--- src/rtl/core/ehu_pkg.sv ---
// Shared types, constants and saturating helpers of the Horn essential matrix decomposition unit.
`timescale 1ns / 1ps
package ehu_pkg;

  localparam int unsigned DataWidth   = 32;
  localparam int unsigned FracBitsDef = 24;

  typedef logic signed [DataWidth-1:0] word_t;

  localparam word_t MaxW = {1'b0, {(DataWidth-1){1'b1}}};
  localparam word_t MinW = {1'b1, {(DataWidth-1){1'b0}}};

  typedef struct packed {
    word_t e_r0c0;
    word_t e_r0c1;
    word_t e_r0c2;
    word_t e_r1c0;
    word_t e_r1c1;
    word_t e_r1c2;
    word_t e_r2c0;
    word_t e_r2c1;
    word_t e_r2c2;
  } in_item_t;

  typedef struct packed {
    logic       solution;
    logic [1:0] row_index;
    word_t      rot_col0;
    word_t      rot_col1;
    word_t      rot_col2;
    word_t      trans_comp;
    logic       degenerate;
    logic       last_row;
  } res_item_t;

  // One classified matrix on its way to the back end.
  typedef struct packed {
    logic [8:0][DataWidth-1:0] e;
    logic [8:0][DataWidth-1:0] cof;
    logic [2:0][DataWidth-1:0] b;
    logic                      bad;
  } sol_entry_t;

  function automatic word_t sat_w(input logic signed [DataWidth:0] s);
    if (s[DataWidth] != s[DataWidth-1]) begin
      return s[DataWidth] ? MinW : MaxW;
    end
    return s[DataWidth-1:0];
  endfunction

  function automatic word_t addsat(input word_t a, input word_t b);
    return sat_w($signed({a[DataWidth-1], a}) + $signed({b[DataWidth-1], b}));
  endfunction

  function automatic word_t subsat(input word_t a, input word_t b);
    return sat_w($signed({a[DataWidth-1], a}) - $signed({b[DataWidth-1], b}));
  endfunction

  function automatic word_t negsat(input word_t x);
    return (x == MinW) ? MaxW : -x;
  endfunction

  function automatic logic [1:0] inc3(input logic [1:0] x);
    return (x == 2'd2) ? 2'd0 : x + 2'd1;
  endfunction

  // Flat index of row r, column c in a row-major 3x3 array.
  function automatic logic [3:0] idx3(input logic [1:0] r, input logic [1:0] c);
    return {1'b0, r, 1'b0} + {2'b00, r} + {2'b00, c};
  endfunction

endpackage

--- src/rtl/core/ehu_fifo.sv ---
// Two-entry queue between the front end and the back end.
`timescale 1ns / 1ps
module ehu_fifo (
  input  logic                clk_i,
  input  logic                rst_ni,
  input  logic                push_i,
  input  ehu_pkg::sol_entry_t entry_i,
  output logic                full_o,
  input  logic                pop_i,
  output logic                valid_o,
  output ehu_pkg::sol_entry_t entry_o
);
  localparam int unsigned Depth = 2;
  localparam int unsigned PtrW  = $clog2(Depth);

  ehu_pkg::sol_entry_t mem_q [Depth];
  logic [PtrW-1:0] wr_q, rd_q;
  logic [PtrW:0] cnt_q;
  logic do_push, do_pop;

  assign full_o  = (cnt_q == (PtrW+1)'(Depth));
  assign valid_o = (cnt_q != '0);
  assign do_push = push_i && !full_o;
  assign do_pop  = pop_i && valid_o;
  assign entry_o = mem_q[rd_q];

  always_ff @(posedge clk_i or negedge rst_ni) begin
    if (!rst_ni) begin
      wr_q  <= '0;
      rd_q  <= '0;
      cnt_q <= '0;
    end else begin
      if (do_push) wr_q <= wr_q + 1'b1;
      if (do_pop) rd_q <= rd_q + 1'b1;
      if (do_push && !do_pop) cnt_q <= cnt_q + 1'b1;
      else if (do_pop && !do_push) cnt_q <= cnt_q - 1'b1;
    end
  end

  always_ff @(posedge clk_i) begin
    if (do_push) mem_q[wr_q] <= entry_i;
  end

endmodule

--- config.mk ---
export PLATFORM = sky130hd
export DESIGN_NAME = ehu_fifo
export DESIGN_NICKNAME = d
export VERILOG_FILES = /design/src/rtl/core/ehu_pkg.sv /design/src/rtl/core/ehu_fifo.sv
export SDC_FILE = /design/constraint.sdc
export NUM_CORES = 1
export LEC_CHECK = 0
export BUFFER_PORTS_ARGS = -buffer_cell sky130_fd_sc_hd__buf_2
export CAP_MARGIN = 20
export CORE_AREA = 2 2 534 536
export DETAILED_ROUTE_END_ITERATION = 8
export DIE_AREA = 0 0 536 538
export SLEW_MARGIN = 25
export SYNTH_ARGS = -nofsm -noshare
export SYNTH_HDL_FRONTEND = slang
export SYNTH_SLANG_ARGS = --single-unit
export TNS_END_PERCENT = 20
--- constraint.sdc ---
create_clock -name clk_i -period 85.2 [get_ports clk_i]
set_input_delay 17.04 -clock clk_i [delete_from_list [all_inputs] [get_ports clk_i]]
set_output_delay 17.04 -clock clk_i [all_outputs]
set_load 0.05 [all_outputs]
Word level (Yosys, flattened, before mapping)
Memory sizes are Yosys's and may differ from the RTL's.
Cells that the tools add are included.
Widths: inputs -> output; s select.

operators by class
  reductions and logical operators = 9
  add/subtract/negate cells = 4
  multiplexer cells = 4
  equality and inequality tests = 1

operators by type and width
  cell                 number
  $logic_and 1x1->1    4
  $mux 2               2
  $reduce_bool 2->1    2
  $logic_not 1->1      3
  $add 1x1->1 const B  2
  $add 2x1->2 const B  1
  $eq 2x2->1 const B   1
  $mux 1               2
  $sub 2x1->2 const B  1

storage, ports and cells
  memory bits (writable) = 1346
  word-level logic and storage cells = 22
  output and inout bits = 675
  register bits after elaboration = 4
  bits of input ports = 677
  memories kept = 1

memory list
  name   words  bits a word  rd ports  clocked after memory_dff  write ports  line            source
  mem_q  2      673          1         0                         1            ehu_fifo.sv:16  ehu_pkg::sol_entry_t mem_q [Depth];

Depth between registers and ports, before layout
  word-level depth = 7
  depth in mapped cells = 7
  gate-level depth less buffers = 7

Worst setup path before layout
OpenSTA, ideal clock, no wires.

  path kind = input to register
  from = input port push_i
  to = memory mem_q[0][0] (netlist bit) (enable)
  library setup time = 1.726 ns
  slack = 38.522 ns
  data required time = 83.474 ns
  stages = 2
  data arrival time = 44.952 ns
  path buffers = 0
  cells stage by stage = nand2_1 > nor2_1

between the ends
  cells in the longest elaborated chain, start to end = 3

ends and longest elaborated chain
  element                       line            source
  from (decl)                   ehu_fifo.sv:6   input logic push_i,
  $logic_and 1x1->1             ehu_fifo.sv:23  assign do_push = push_i && !full_o;
  $mux 1                        ehu_fifo.sv:41  if (do_push) mem_q[wr_q] <= entry_i;
  $mux 1 (implied by the code)  ehu_fifo.sv:41
  to (decl)                     ehu_fifo.sv:16

No other way between the ends.

==> impl_metrics.json <==
{
  "status": "complete, no violations",
  "track_usage": 0.121,
  "regArea_um2": 40500,
  "gp_congestion": 0.940,
  "grt_max_degree": 138,
  "cp_max_fo": 77,
  "wl_um": 186000,
  "cp_data_arrival_time_ps": 6020,
  "drtPass1Iterations": 5,
  "required_ps": 68160,
  "syn2layout_area_growth_pct": 32.5,
  "p_leak_uw": 0.0232,
  "fmax_mhz": 43.4,
  "fin_crit_sh": 0.271,
  "cpPeakStageDelay_ps": 810,
  "cp-start-kind": "flop",
  "hold_path.class": "reg2reg",
  "h-tree-depth": 4,
  "cts_made_buffers": 156,
  "cellPowerDensity_nw_per_um2": 42.0,
  "clockRootBuffer": "clkbuf_16",
  "gr-total-overflow": 0,
  "finalHoldViolations": 0,
  "cts_tree": "yes",
  "die_h_um": 538,
  "cp_num_buf_inv": 6,
  "dr_total_vias": 27100,
  "core_um2": 283000,
  "drc": 0,
  "grt_pass1_vias": 27100,
  "crit_family": "buffers and inverters",
  "nFillCells": 29400,
  "setup_viol": 0,
  "drv_slew": 0,
  "num-nets-final": 4256,
  "path_clk_slew_ps": 60,
  "synth_fp_nets": 2791,
  "layout-drive-gt1-share": 0.616,
  "antenna_found_initial": 210,
  "synth_cells": 2113,
  "timing.hold.ws_ps": 505,
  "synth-seq-area-share": 0.824,
  "irDropWorstVdd_uv": 26.9,
  "drtIter0Drc": 1954,
  "cts_max_path_buffers": 4,
  "viasPerCell": 3.61,
  "die_area_um2": 288000,
  "crit_top_cell": "buf_4",
  "ys_types": 15,
  "setup_tns_ps": 0,
  "post_cts_buffers": 0,
  "slowest_stage": "buf_4",
  "num_rows": 196,
  "synth.avg_cell_area_um2": 23.3,
  "routedWlPerCell_um": 24.7,
  "r2r_start": "cnt_q[0]",
  "place_inst": 7181,
  "insertion_delay_ps": 840,
  "syn_area_um2": 49200,
  "layoutNonFillerInstCount": 7514,
  "min-delay-start": "cnt_q[1]",
  "die_w_um": 536,
  "startpoint": "rd_q",
  "grt_pass1_wl_um": 238000,
  "max_slew_margin": 0.312,
  "hold_buffers": 0,
  "min_period_ps": 23060,
  "maxCapViolCount": 0,
  "final_cell_mix": "buf_2, edfxtp_1, mux2_2",
  "final_common_cell": "buf_2",
  "path_class": "reg2out",
  "ant_nets": 0,
  "rsz0062_at_grt": "false",
  "crit_chain": "buf_4 -> buf_4 -> buf_4 -> buf_4 -> buf_4 -> mux2_2 -> buf_2",
  "skew_ps": 46.3,
  "multiInputGateArea_um2": 7680,
  "end_kind": "output port",
  "clkSinkCount": 1350,
  "dp_hpwl_um": 144000,
  "synth_warnings": 0,
  "cts_resized": 0,
  "io_pins": 1352,
  "max_slew.worst_pin.slew_ps": 1030,
  "start_util": 0.174,
  "portBuffers": 1351,
  "ys_seq_elements": 1350
}
routing by layer:
| layer | GRT usage | wire, um |
|---|---|---|
| met4 | 0.0468 | 7720 |
| met2 | 0.194 | 84700 |
| met5 | 0 | 380 |
| met3 | 0.0520 | 22100 |
| met1 | 0.143 | 70700 |
through the flow:
step | setup slack [ps] | cell area, um^2 | total power [uW] | util
after floorplan | 38520 | 49200 | 1960 | -
after global placement | 63140 | 60000 | 2100 | 0.212
after detailed placement | 62990 | 60000 | 2100 | 0.212
after CTS | 62090 | 64900 | 2770 | 0.229
after global routing | 61810 | 65000 | 2840 | 0.230
final | 62140 | 65100 | 2730 | 0.230
cells by family (layout without fill, tap and decap cells):
family | after synthesis | after routing | share of synthesized area
adders and majority gates | 1 | 1 | 0.000254
xor gates and xnor gates | 5 | 5 | 0.000891
DFF | 1350 | 1350 | 0.824
buffers and inverters | 77 | 1661 | 0.0197
muxes | 673 | 673 | 0.154
and+or+nand+nor | 7 | 7 | 0.000688
other | 0 | 55 | 0
worst register-to-register path: stages (launching register included):
cell	delay (ps)
dfrtp_1	410
nand2b_1	180
nand2_1	150
nor2_4	470
buf_4	710
buf_4	780
buf_4	790
buf_4	670
buf_4	910
worst paths after layout:
check,end,slack (ps),cells after the start
worst min-delay path,cnt_q[1],510,1
worst max register to register,mem_q[0][408],79670,8
worst max-delay path,entry_o[384],62140,7
min in group asynchronous,cnt_q[1],16050,1
worst min register to register,cnt_q[1],510,1
max in group asynchronous,rd_q,69000,1
synthesized netlist by cell type:
library cell	n	area (um^2)
nand2_1	2	7.51
or2_2	1	6.26
nand2b_1	1	6.26
clkbuf_8	49	674
ha_1	1	12.5
dfrtp_1	4	100
nor2_1	2	7.51
xor2_1	2	17.5
xnor2_1	3	26.3
buf_6	25	282
and3_1	1	6.26
mux2_2	673	7580
edfxtp_1	1346	40400
buf_2	1	5.00
inv_1	2	7.51
area by class of cell:
| type | instances | share of cell area |
|---|---|---|
| antenna | 55 | 0.00211 |
| clock inverter | 93 | 0.0139 |
| multi-input combinational | 686 | 0.118 |
| timing repair buffer | 1382 | 0.109 |
| tap | 3762 | 0.0723 |
| sequential | 1350 | 0.622 |
| clock buffer | 184 | 0.0625 |
| inverter | 2 | 0.000115 |
state kept, by name, indices dropped and copies added, names as in the netlist:
name,flops
wr_q,1
mem_q,1346
cnt_q,2
rd_q,1
where the power goes:
part	internal, uW	total [uW]	switching (uW)
sequential	909	942	33.3
combinational	269	1140	866
clock	381	657	276
total	1560	2730	1180
Note: power is estimated with default switching activity, not from simulation.
